$ cat src/rtl/core/gyro_bias_calibrator_defines.svh
// assertion macros for the gyro bias calibrator
`ifndef GYRO_BIAS_CALIBRATOR_DEFINES_SVH
`define GYRO_BIAS_CALIBRATOR_DEFINES_SVH

`ifndef SYNTHESIS

// same-cycle implication
`define GBC_ASSERT_IMPLIES(label, clk, rst, lhs, rhs) \
  label: assert property (@(posedge clk) disable iff (rst) (lhs) |-> (rhs)) \
    else $error("gyro bias calibrator check failed");

// next-cycle implication
`define GBC_ASSERT_NEXT(label, clk, rst, lhs, rhs) \
  label: assert property (@(posedge clk) disable iff (rst) (lhs) |=> (rhs)) \
    else $error("gyro bias calibrator check failed");

`else

`define GBC_ASSERT_IMPLIES(label, clk, rst, lhs, rhs)
`define GBC_ASSERT_NEXT(label, clk, rst, lhs, rhs)

`endif

`endif

$ cat src/rtl/core/gbc_pkg.sv
`timescale 1ns / 1ps
package gbc_pkg;

  localparam int WARMUP_SAMPLES = 200;
  localparam int MEAN_SAMPLES   = 800;
  localparam int CHECK_SAMPLES  = 200;

  localparam int AXES     = 3;
  localparam int SAMPLE_W = 16;
  localparam int CNT_W    = 12;
  localparam int SQ_W     = 2 * SAMPLE_W;
  localparam int DEV_W    = 40;

  localparam logic [DEV_W-1:0] LIMIT_RESET = 40'd5877551;

  // running floor quotient and remainder of the axis sum by the mean count
  localparam int SAMPLE_SPAN = 2 ** (SAMPLE_W - 1);
  localparam int KOFF        = (SAMPLE_SPAN + MEAN_SAMPLES - 1) / MEAN_SAMPLES;
  localparam int OFF         = KOFF * MEAN_SAMPLES;
  localparam int U_MAX       = OFF + MEAN_SAMPLES - 1 + SAMPLE_SPAN - 1;
  localparam int U_W         = $clog2(U_MAX + 1);
  localparam int REM_W       = $clog2(MEAN_SAMPLES + 1);
  localparam int RECIP_W     = U_W + 1;
  localparam int QX_W        = RECIP_W + 1;
  localparam logic [RECIP_W-1:0] RECIP = RECIP_W'((64'd1 << U_W) / MEAN_SAMPLES);

  localparam logic ACT_RESTART = 1'b0;
  localparam logic ACT_SAMPLE  = 1'b1;

  typedef enum logic [3:0] {
    PH_WARMUP = 4'b0001,
    PH_MEAN   = 4'b0010,
    PH_CHECK  = 4'b0100,
    PH_DONE   = 4'b1000
  } phase_t;

  typedef struct packed {
    logic clear;
    logic mean;
    logic check;
    logic last;
  } op_t;

endpackage

$ cat src/rtl/core/gyro_bias_calibrator.sv
`timescale 1ns / 1ps
// Zero-rate bias calibration for a three-axis gyro.
// Input channel (in_valid / in_stall): action 0 restarts a run, action 1
// carries one sample_x/y/z request, one per cycle while in_stall is low.
// A run skips the warm-up samples, averages the mean samples per axis and
// sums squared deviations over the check samples. The last check sample
// yields one result request on out_valid / out_stall: accepted, the offsets
// now in use and the worst deviation sum.
// The offsets are replaced only when that sum is within the limit.
// Config channel (cfg_valid / cfg_ready, cfg_data) writes the 40-bit limit;
// cfg_ready is always high, write only while the block is idle.
// The result passes the register stages input, deviation square,
// accumulate, worst-of-three and result.
// Reset (rst, synchronous) empties the pipeline, restarts at warm-up,
// zeroes the kept offsets and loads the default limit.
// A held result does not block input until a second result is ready to
// leave; only then in_stall rises and the pipeline holds until out_stall
// drops.
module gyro_bias_calibrator
  import gbc_pkg::*;
(
  input  logic                                clk,
  input  logic                                rst,
  input  logic                                in_valid,
  output logic                                in_stall,
  input  logic                                action,
  input  logic signed [gbc_pkg::SAMPLE_W-1:0] sample_x,
  input  logic signed [gbc_pkg::SAMPLE_W-1:0] sample_y,
  input  logic signed [gbc_pkg::SAMPLE_W-1:0] sample_z,
  output logic                                out_valid,
  input  logic                                out_stall,
  output logic                                accepted,
  output logic signed [gbc_pkg::SAMPLE_W-1:0] offset_x,
  output logic signed [gbc_pkg::SAMPLE_W-1:0] offset_y,
  output logic signed [gbc_pkg::SAMPLE_W-1:0] offset_z,
  output logic [gbc_pkg::DEV_W-1:0]           worst_variance_sum,
  input  logic                                cfg_valid,
  output logic                                cfg_ready,
  input  logic [gbc_pkg::DEV_W-1:0]           cfg_data
);
`include "gyro_bias_calibrator_defines.svh"

  logic                       frozen;
  logic                       advance;
  logic [DEV_W-1:0]           limit;

  logic                       r0_valid;
  logic                       r0_action;
  logic signed [SAMPLE_W-1:0] r0_smp [AXES];
  logic signed [SAMPLE_W-1:0] r1_smp [AXES];
  logic signed [SAMPLE_W-1:0] in_smp [AXES];

  op_t                        op_now;
  op_t                        op1;
  op_t                        op2;
  logic                       ev3;
  logic                       ev4;

  logic signed [SAMPLE_W-1:0] cand_now [AXES];
  logic signed [SAMPLE_W-1:0] cand2 [AXES];
  logic signed [SAMPLE_W-1:0] cand3 [AXES];
  logic signed [SAMPLE_W-1:0] cand4 [AXES];
  logic signed [SAMPLE_W-1:0] kept [AXES];
  logic signed [SAMPLE_W-1:0] offs [AXES];

  logic [DEV_W-1:0]           dev [AXES];
  logic [DEV_W-1:0]           max01;
  logic [DEV_W-1:0]           worst_now;
  logic [DEV_W-1:0]           worst4;
  logic                       pass;
  logic                       load_out;

  assign frozen    = ev4 && out_valid && out_stall;
  assign advance   = !frozen;
  assign in_stall  = frozen;
  assign cfg_ready = 1'b1;

  assign in_smp[0] = sample_x;
  assign in_smp[1] = sample_y;
  assign in_smp[2] = sample_z;

  always_ff @(posedge clk) begin
    if (rst) begin
      limit <= LIMIT_RESET;
    end else if (cfg_valid) begin
      limit <= cfg_data;
    end
  end

  // input register
  always_ff @(posedge clk) begin
    if (rst) begin
      r0_valid <= 1'b0;
    end else if (advance) begin
      r0_valid <= in_valid;
    end
  end

  always_ff @(posedge clk) begin
    if (advance && in_valid) begin
      r0_action <= action;
      r0_smp    <= in_smp;
    end
  end

  gbc_ctrl u_ctrl (
    .clk        (clk),
    .rst        (rst),
    .step       (advance),
    .item_valid (r0_valid),
    .action     (r0_action),
    .op         (op_now)
  );

  // control pipeline
  always_ff @(posedge clk) begin
    if (rst) begin
      op1 <= '0;
      op2 <= '0;
      ev3 <= 1'b0;
      ev4 <= 1'b0;
    end else if (advance) begin
      op1 <= op_now;
      op2 <= op1;
      ev3 <= op2.check && op2.last;
      ev4 <= ev3;
    end
  end

  always_ff @(posedge clk) begin
    if (advance) begin
      r1_smp <= r0_smp;
      cand2  <= cand_now;
      cand3  <= cand2;
      cand4  <= cand3;
      worst4 <= worst_now;
    end
  end

  for (genvar i = 0; i < AXES; i++) begin : g_axis
    gbc_mean_axis u_mean (
      .clk        (clk),
      .rst        (rst),
      .step_mean  (advance && op_now.mean),
      .step_clear (advance && op_now.clear),
      .sample     (r0_smp[i]),
      .cand       (cand_now[i])
    );

    gbc_dev_axis u_dev (
      .clk    (clk),
      .rst    (rst),
      .step   (advance),
      .op1    (op1),
      .op2    (op2),
      .sample (r1_smp[i]),
      .cand   (cand_now[i]),
      .dev    (dev[i])
    );
  end

  assign max01     = (dev[1] > dev[0]) ? dev[1] : dev[0];
  assign worst_now = (dev[2] > max01) ? dev[2] : max01;

  // result stage
  assign pass     = worst4 <= limit;
  assign load_out = ev4 && advance;

  always_ff @(posedge clk) begin
    if (rst) begin
      out_valid <= 1'b0;
    end else if (load_out) begin
      out_valid <= 1'b1;
    end else if (!out_stall) begin
      out_valid <= 1'b0;
    end
  end

  always_ff @(posedge clk) begin
    if (rst) begin
      for (int i = 0; i < AXES; i++) begin
        kept[i] <= '0;
      end
    end else if (load_out && pass) begin
      kept <= cand4;
    end
  end

  always_ff @(posedge clk) begin
    if (load_out) begin
      accepted           <= pass;
      worst_variance_sum <= worst4;
      offs               <= pass ? cand4 : kept;
    end
  end

  assign offset_x = offs[0];
  assign offset_y = offs[1];
  assign offset_z = offs[2];

  `GBC_ASSERT_IMPLIES(a_stall_cause, clk, rst, in_stall, out_valid && out_stall && ev4)
  `GBC_ASSERT_IMPLIES(a_op_exclusive, clk, rst, op1.clear || op1.mean || op1.check, $onehot({op1.clear, op1.mean, op1.check}))
  `GBC_ASSERT_IMPLIES(a_last_is_check, clk, rst, op1.last, op1.check)
  `GBC_ASSERT_NEXT(a_result_loaded, clk, rst, ev4 && !in_stall, out_valid)

endmodule

$ cat src/rtl/core/gbc_ctrl.sv
`timescale 1ns / 1ps
module gbc_ctrl (
  input  logic         clk,
  input  logic         rst,
  input  logic         step,
  input  logic         item_valid,
  input  logic         action,
  output gbc_pkg::op_t op
);
  import gbc_pkg::*;

  phase_t           phase;
  phase_t           phase_next;
  logic [CNT_W-1:0] count;
  logic [CNT_W-1:0] count_next;
  logic [CNT_W:0]   count_inc;
  logic             mean_now;

  assign count_inc = {1'b0, count} + (CNT_W+1)'(1);

  always_comb begin
    op         = '0;
    phase_next = phase;
    count_next = count;
    mean_now   = 1'b0;
    if (item_valid) begin
      if (action == ACT_RESTART) begin
        op.clear   = 1'b1;
        phase_next = PH_WARMUP;
        count_next = '0;
      end else begin
        unique case (phase)
          PH_WARMUP: begin
            if (count < CNT_W'(WARMUP_SAMPLES)) begin
              count_next = count_inc[CNT_W-1:0];
              if (count_inc >= (CNT_W+1)'(WARMUP_SAMPLES)) begin
                phase_next = PH_MEAN;
                count_next = '0;
              end
            end else begin
              mean_now = 1'b1;
            end
          end
          PH_MEAN: begin
            mean_now = 1'b1;
          end
          PH_CHECK: begin
            op.check = 1'b1;
            if (count_inc >= (CNT_W+1)'(CHECK_SAMPLES)) begin
              op.last    = 1'b1;
              phase_next = PH_DONE;
              count_next = '0;
            end else begin
              count_next = count_inc[CNT_W-1:0];
            end
          end
          PH_DONE: begin
          end
          default: begin
            phase_next = PH_WARMUP;
          end
        endcase
        if (mean_now) begin
          op.mean = 1'b1;
          if (count_inc >= (CNT_W+1)'(MEAN_SAMPLES)) begin
            phase_next = PH_CHECK;
            count_next = '0;
          end else begin
            count_next = count_inc[CNT_W-1:0];
          end
        end
      end
    end
  end

  always_ff @(posedge clk) begin
    if (rst) begin
      phase <= PH_WARMUP;
      count <= '0;
    end else if (step) begin
      phase <= phase_next;
      count <= count_next;
    end
  end

endmodule

$ cat src/rtl/core/gbc_mean_axis.sv
`timescale 1ns / 1ps
module gbc_mean_axis (
  input  logic                                clk,
  input  logic                                rst,
  input  logic                                step_mean,
  input  logic                                step_clear,
  input  logic signed [gbc_pkg::SAMPLE_W-1:0] sample,
  output logic signed [gbc_pkg::SAMPLE_W-1:0] cand
);
  import gbc_pkg::*;

  logic signed [SAMPLE_W-1:0]  quot;
  logic signed [SAMPLE_W-1:0]  quot_next;
  logic [REM_W-1:0]            rem;
  logic [REM_W-1:0]            rem_next;
  logic signed [U_W:0]         rem_ext;
  logic signed [U_W:0]         smp_ext;
  logic signed [U_W:0]         u_full;
  logic [U_W-1:0]              u;
  logic [U_W-1:0]              back;
  logic [U_W-1:0]              r_raw;
  logic [U_W+RECIP_W-1:0]      prod;
  logic [RECIP_W-1:0]          q_est;
  logic [RECIP_W-1:0]          q_u;
  logic                        fix;
  logic signed [QX_W-1:0]      q_sum;
  logic                        round_up;

  // offset keeps the shifted partial sum non-negative
  assign rem_ext = $signed((U_W+1)'(rem));
  assign smp_ext = (U_W+1)'(sample);
  assign u_full  = rem_ext + smp_ext + (U_W+1)'(OFF);
  assign u       = u_full[U_W-1:0];

  // reciprocal estimate, at most one low
  assign prod  = (U_W+RECIP_W)'(u) * (U_W+RECIP_W)'(RECIP);
  assign q_est = prod[U_W +: RECIP_W];
  assign back  = U_W'(q_est * RECIP_W'(MEAN_SAMPLES));
  assign r_raw = u - back;
  assign fix   = r_raw >= U_W'(MEAN_SAMPLES);
  assign q_u   = q_est + RECIP_W'(fix);

  assign rem_next  = fix ? REM_W'(r_raw - U_W'(MEAN_SAMPLES)) : REM_W'(r_raw);
  assign q_sum     = QX_W'(quot) + $signed(QX_W'(q_u)) - QX_W'(KOFF);
  assign quot_next = q_sum[SAMPLE_W-1:0];

  // floor to truncation toward zero
  assign round_up = quot[SAMPLE_W-1] && (rem != '0);
  assign cand     = quot + $signed({{(SAMPLE_W-1){1'b0}}, round_up});

  always_ff @(posedge clk) begin
    if (rst || step_clear) begin
      quot <= '0;
      rem  <= '0;
    end else if (step_mean) begin
      quot <= quot_next;
      rem  <= rem_next;
    end
  end

endmodule

$ cat src/rtl/core/gbc_dev_axis.sv
`timescale 1ns / 1ps
module gbc_dev_axis (
  input  logic                                clk,
  input  logic                                rst,
  input  logic                                step,
  input  gbc_pkg::op_t                        op1,
  input  gbc_pkg::op_t                        op2,
  input  logic signed [gbc_pkg::SAMPLE_W-1:0] sample,
  input  logic signed [gbc_pkg::SAMPLE_W-1:0] cand,
  output logic [gbc_pkg::DEV_W-1:0]           dev
);
  import gbc_pkg::*;

  logic signed [SAMPLE_W:0]     diff;
  logic signed [2*SAMPLE_W+1:0] sq_full;
  logic [SQ_W-1:0]              sq;
  logic [DEV_W:0]               acc;

  assign diff    = (SAMPLE_W+1)'(sample) - (SAMPLE_W+1)'(cand);
  assign sq_full = diff * diff;
  assign acc     = {1'b0, dev} + (DEV_W+1)'(sq);

  always_ff @(posedge clk) begin
    if (step && op1.check) begin
      sq <= sq_full[SQ_W-1:0];
    end
  end

  always_ff @(posedge clk) begin
    if (rst) begin
      dev <= '0;
    end else if (step) begin
      if (op2.clear) begin
        dev <= '0;
      end else if (op2.check) begin
        dev <= acc[DEV_W] ? '1 : acc[DEV_W-1:0];
      end
    end
  end

endmodule

$ cat config.mk
export PLATFORM = sky130hd
export DESIGN_NAME = gyro_bias_calibrator
export DESIGN_NICKNAME = d
export VERILOG_FILES = /design/src/rtl/core/gbc_pkg.sv /design/src/rtl/core/gyro_bias_calibrator.sv /design/src/rtl/core/gbc_ctrl.sv /design/src/rtl/core/gbc_mean_axis.sv /design/src/rtl/core/gbc_dev_axis.sv
export VERILOG_INCLUDE_DIRS = /design/src /design/src/rtl/core
export SDC_FILE = /design/constraint.sdc
export NUM_CORES = 2
export LEC_CHECK = 0
export BUFFER_PORTS_ARGS = -buffer_cell sky130_fd_sc_hd__buf_2
export CORE_MARGIN = 3
export CORE_UTILIZATION = 50
export CTS_CLUSTER_DIAMETER = 80
export DETAILED_ROUTE_END_ITERATION = 16
export MAX_ROUTING_LAYER = met4
export PLACE_DENSITY = 0.66
export SYNTH_ARGS = -nofsm -noshare
export SYNTH_HDL_FRONTEND = slang
export SYNTH_HIERARCHICAL = 1
export SYNTH_SLANG_ARGS = --single-unit
export TNS_END_PERCENT = 100
$ cat constraint.sdc
create_clock -name clk -period 24 [get_ports clk]
set_input_delay 2.4 -clock clk [delete_from_list [all_inputs] [get_ports clk]]
set_output_delay 2.4 -clock clk [all_outputs]
set_load 0.05 [all_outputs]
# Yosys cells after proc, flatten, opt, wreduce, memory -nomap -nowiden
# Index checks and enable logic that the tools add are counted.
op_classes:
  n_eq_ne: 7
  n_mul: 9
  reduce_logical: 22
  bitwise: 1
  n_mux: 40
  n_lt_le_gt_ge: 9
  addsub: 31
ops:
  columns: ["cell", "count"]
  rows:
  - ["40-bit two-way mux", 11]
  - ["40-bit by 32-bit adder with 41-bit output", 3]
  - ["17-bit by 17-bit multiplier with 32-bit output", 3]
  - ["40-bit > comparator", 2]
  - ["17-bit by 8-bit multiplier with 25-bit output (second input constant)", 3]
  - ["12-bit two-way mux", 5]
  - ["11-bit by 16-bit adder with 17-bit output", 3]
  - ["17-bit adder (second input constant)", 3]
  - ["17-bit by 10-bit greater-or-equal comparator with 1-bit output (second input constant)", 3]
  - ["16-bit by 16-bit subtractor with 17-bit output", 3]
  - ["17-bit subtractor", 3]
  - ["16-bit by 10-bit adder with 16-bit output", 3]
  - ["16-bit by 2-bit adder with 16-bit output", 3]
  - ["48-bit two-way mux", 1]
  - ["16-bit by 7-bit subtractor with 16-bit output (second input constant)", 3]
  - ["40-bit <= comparator", 1]
  - ["8-bit by 5-bit multiplier with 12-bit output (second input constant)", 3]
  - ["10-bit two-way mux", 3]
  - ["10-bit nonzero test", 3]
  - ["10-bit subtractor (second input constant)", 3]
  - ["4-bit two-way mux", 7]
  - ["8-bit by 1-bit adder with 9-bit output", 3]
  - ["12-bit one-hot mux with 2 select lines", 1]
  - ["12-bit by 1-bit adder with 13-bit output (second input constant)", 1]
  - ["23 further kinds", 42]
word_totals:
  out_inout_bits: 92
  reg_bits: 778
  input_bits: 94
  wordCells: 169

# Depth between registers and ports, before layout
logic_depth:
  word_depth: 10
  ltp_mapped: 68
  ltp_nobuf: 68

# Modules after synthesis
# The synthesis kept the hierarchy.
by_module_without_submodules:
  columns: ["module", "area_per_inst_um2", "instances", "cells_per_inst", "seq_area_each_um2"]
  rows:
  - ["gyro_bias_calibrator", 19740.2, 1, 1430, 13112.6]
  - ["gbc_mean_axis", 6129.6, 3, 729, 520.5]
  - ["gbc_dev_axis (g_axis[0].u_dev)", 14173.6, 1, 1580, 1731.7]
  - ["gbc_dev_axis (g_axis[1].u_dev)", 14064.7, 1, 1573, 1731.7]
  - ["gbc_dev_axis (g_axis[2].u_dev)", 14053.5, 1, 1555, 1731.7]
  - ["gbc_ctrl", 1232.4, 1, 157, 320.3]

# Worst setup path before layout
# No wires, ideal clock.
synth_path:
  kind: "reg2reg"
  startpoint: "register r0_smp[33] in the netlist's numbering"
  endpoint: "register g_axis[0].u_mean.quot[15]"
  slack_ns: 11.305
  setup_time_ns: 0.128
  stages_incl_launch_ff: 68
  n_path_buf: 0
  required_time_ns: 23.872
  period_less_slack_ns: 12.695
  arrival_time_ns: 12.567
  cell_sequence: "edfxtp_1 > ha_1 > ha_1 > inv_1 > fa_1 > nor2b_1 > o2111ai_1 > a21boi_1 > nor2_1 > nor2_1 > xor2_1 > ha_1 > fa_1 > inv_1 > fa_1 > inv_1 > ha_1 > nor3_1 > [... 32 more ...] > inv_1 > ha_1 > inv_1 > ha_1 > inv_1 > fa_1 > nor2b_1 > o21ai_0 > a21oi_1 > o21ai_0 > a21boi_0 > o2111ai_1 > nand3_1 > o211ai_1 > o21ai_0 > mux2i_1 > xnor2_1 > nor2_1"
synth_between:
  elab_chain_cells: 9
synth_rtl:
  columns: ["element", "line", "text"]
  rows:
  - ["from (decl)", "gyro_bias_calibrator.sv:49", "logic signed [SAMPLE_W-1:0] r0_smp [AXES];"]
  - ["from (signal assigned)", "gyro_bias_calibrator.sv:102", "r0_smp <= in_smp;"]
  - ["11-bit by 16-bit adder with 17-bit output *", "gbc_mean_axis.sv:32", "assign u_full = rem_ext + smp_ext + (U_W+1)'(OFF);"]
  - ["17-bit adder *", "gbc_mean_axis.sv:32", null]
  - ["17-bit by 8-bit multiplier with 25-bit output", "gbc_mean_axis.sv:36", "assign prod = (U_W+RECIP_W)'(u) * (U_W+RECIP_W)'(RECIP);"]
  - ["8-bit by 5-bit multiplier with 12-bit output", "gbc_mean_axis.sv:38", "assign back = U_W'(q_est * RECIP_W'(MEAN_SAMPLES));"]
  - ["17-bit subtractor", "gbc_mean_axis.sv:39", "assign r_raw = u - back;"]
  - ["17-bit by 10-bit greater-or-equal comparator with 1-bit output", "gbc_mean_axis.sv:40", "assign fix = r_raw >= U_W'(MEAN_SAMPLES);"]
  - ["8-bit by 1-bit adder with 9-bit output *", "gbc_mean_axis.sv:41", "assign q_u = q_est + RECIP_W'(fix);"]
  - ["16-bit by 10-bit adder with 16-bit output *", "gbc_mean_axis.sv:44", "assign q_sum = QX_W'(quot) + $signed(QX_W'(q_u)) - QX_W'(KOFF);"]
  - ["16-bit by 7-bit subtractor with 16-bit output *", "gbc_mean_axis.sv:44", null]
  - ["to (signal assigned)", "gbc_mean_axis.sv:56", "quot <= quot_next;"]
  - ["to (decl)", "gbc_mean_axis.sv:12", "logic signed [SAMPLE_W-1:0] quot;"]
# Mark *: on every way between the ends. The rest lies on a longest branch, timed or not.
# A chain may end at the register's enable or synchronous reset.

# Worst setup path in the final report
layout_path:
  startpoint: "register r0_smp[17] in the netlist's numbering"
  endpoint: "register g_axis[1].u_mean.quot[15]"
layout_between:
  elab_chain_cells: 9
layout_rtl:
  columns: ["element", "line"]
  rows:
  - ["11-bit by 16-bit adder with 17-bit output *", "gbc_mean_axis.sv:32"]
  - ["17-bit adder *", "gbc_mean_axis.sv:32"]
  - ["17-bit by 8-bit multiplier with 25-bit output", "gbc_mean_axis.sv:36"]
  - ["8-bit by 5-bit multiplier with 12-bit output", "gbc_mean_axis.sv:38"]
  - ["17-bit subtractor", "gbc_mean_axis.sv:39"]
  - ["17-bit by 10-bit greater-or-equal comparator with 1-bit output", "gbc_mean_axis.sv:40"]
  - ["8-bit by 1-bit adder with 9-bit output *", "gbc_mean_axis.sv:41"]
  - ["16-bit by 10-bit adder with 16-bit output *", "gbc_mean_axis.sv:44"]
  - ["16-bit by 7-bit subtractor with 16-bit output *", "gbc_mean_axis.sv:44"]
  - ["to (signal assigned)", "gbc_mean_axis.sv:56"]
  - ["to (decl)", "gbc_mean_axis.sv:12"]
# Marks and branches as above.

==> flow_summary.toml <==
[cells_and_area]
final-seq-area_mm2 = 0.0201
nFillCells = 14300
finish.instance_area_mm2 = 0.0882
syn2layout_area_growth_pct = 8.05
drive_above_1_share_pct = 7.66
nets = 10600
multi_input_area_mm2 = 0.0547

[grt]
groute.usage.overall_pct = 24.3
grt_antenna_before_repair = 5
grt_max_degree = 149
grt_pass1_vias = 61100
grt_pass1_wl_mm = 320
grt-ovfl-total = 0

[flow_run]
cap_viol_max_count = 0

[worst_setup_path]
crit_path_top_delay_cell = "xor2_1"
max_stage_delay_ns = 0.56
crit_top_cell = "ha_1"
path_max_fanout = 7
r2r-start = "r0_smp[17]"
reg2reg_setup_slack_ns = 9.40
arrival_ns = 15.18
crit_type = "register to register"
worstPathRequired_ns = 24.58
cp-start-kind = "register"
setup.worst_path.end_class = "register"
crit_start = "r0_smp[17]"

[clock_network]
clock_path_buffers = 3
htreeDepth = 3
clkLatencyLatePin_ns = 0.73
cts.sinks = 775
cts.clk_slew.worst_paths_ns = 0.06
cts-root-buf = "clkbuf_16"
cts_tree = "yes"
cts.repair.resized = 0
cts_buffers = 90
post-cts-setup-buffers = 0
cts_hold_buf = 0

[floorplanning]
core_region_area_mm2 = 0.161
start_util_pct = 50.6
dieArea_mm2 = 0.168
ios = 186
die-width_um = 410
dieHeight_um = 410
num_rows = 147

[route]
drtIter0Drc = 3979
wl_per_cell_um = 18.1
drt_first_pass_iters = 5
routed_wirelength_mm = 197
vias = 58900
ant_nets = 0
avgViaCountPerCell = 5.42
drcViolationCount = 0

[sta]
final.setup.tns_ns = 0
holdWs_ns = 0.400
final-hold-violation-count = 0
fin_crit_ns = 14.60
slew_headroom_pct = 21.5
rsz0062_at_grt = "no"
fmax_ghz = 0.0685
worst_pin_slew_ns = 1.18
clock_skew_ns = 0.0763
period_share_pct = 60.8
setup_violations = 0
slew_viol_final = 0

[hold_path]
hp-start = "cand3[11]"
hold_path.class = "register to register"

[placed_design]
dp_hpwl_mm = 156
port_buffers = 184
place_congestion = 0.923
place_area_mm2 = 0.0850

[synthesis]
syn_inst = 8475
syn_area_per_cell_um2 = 9.63
synth_area_mm2 = 0.0816
synth_nets = 10400
synth_warnings = 6

[run_status]
outcome = "finished clean"
-- metal layers --
metal	vias up	GRT usage, %	wire length [um]
li1	28300	-	-
met1	28900	31.9	88400
met2	1372	39.7	92200
met3	297	2.69	9820
met4	0	7.42	6310
met5	-	-	0
-- critical path, delay by kind of cell (launching register included) --
kind,cells,cell delay (ns)
AO/OA/AOI/OAI,20,3.99
XOR/XNOR,4,1.08
adder cells (fa/ha/maj),17,5.73
buffers and inverters,9,0.49
flip-flops,1,0.39
multiplexers,1,0.25
AND/OR/NAND/NOR,16,2.50
-- state kept, by name, summed over array words and instances, names as in the netlist, 4 cells and up --
name and cells:
r0_smp 48, cand4 48, g_axis.u_dev/dev 120, cand3 48, g_axis.u_mean/rem 30, offset_y 16, g_axis.u_dev/sq 93, limit 40
offset_z 16, cand2 48, g_axis.u_mean/quot 48, kept 48, u_ctrl/count 12, u_ctrl/phase 4, worst_variance_sum 40, offset_x 16
r1_smp 48, worst4 40
-- final cells by class --
type,instances,area share [%]
multi-input cells,5915,62.0
clock inverters,56,0.823
diodes,3,0.00852
well taps,2160,3.07
inverters,1584,6.75
repair buffers,254,1.66
clock buffers,114,2.80
flip-flops and latches,775,22.9
-- through the flow --
stage	utilization [%]	worst slack, ns	cells
2_1_floorplan	-	11.31	8475
3_5_place_dp	52.7	9.59	10700
6_report	54.7	9.40	10900
3_3_place_gp	52.7	9.92	10700
4_1_cts	54.7	9.47	10900
5_1_grt	54.7	8.31	10900
-- final timing paths --
kind,to,cells past startpoint
min reg2reg,cand4[11],0
max,g_axis[1].u_mean/quot[15],67
max reg2reg,g_axis[1].u_mean/quot[15],67
min,cand4[11],0
-- cells in the final DEF, fill, tap and decap left out, types with 40 or more instances in the layout --
master / count
a211oi_1: 51
buf_4: 70
edfxtp_1: 463
clkbuf_16: 94
nand3_1: 124
nor2_1: 563
nand2_1: 794
nor3_1: 88
nand4_1: 73
mux2i_1: 140
ha_1: 1004
buf_2: 183
and3_1: 40
and2_1: 87
nand2b_1: 63
a21oi_1: 369
mux2_2: 58
o21a_1: 68
dfxtp_1: 312
o21ai_1: 69
o21ai_0: 177
xnor2_1: 311
nor2b_1: 61
o22ai_1: 45
fa_1: 861
inv_1: 1550
a21o_1: 153
xor2_1: 123
Power is not shown: default switching activity piles up to over one toggle a cycle in this logic, so the estimate is an artifact.
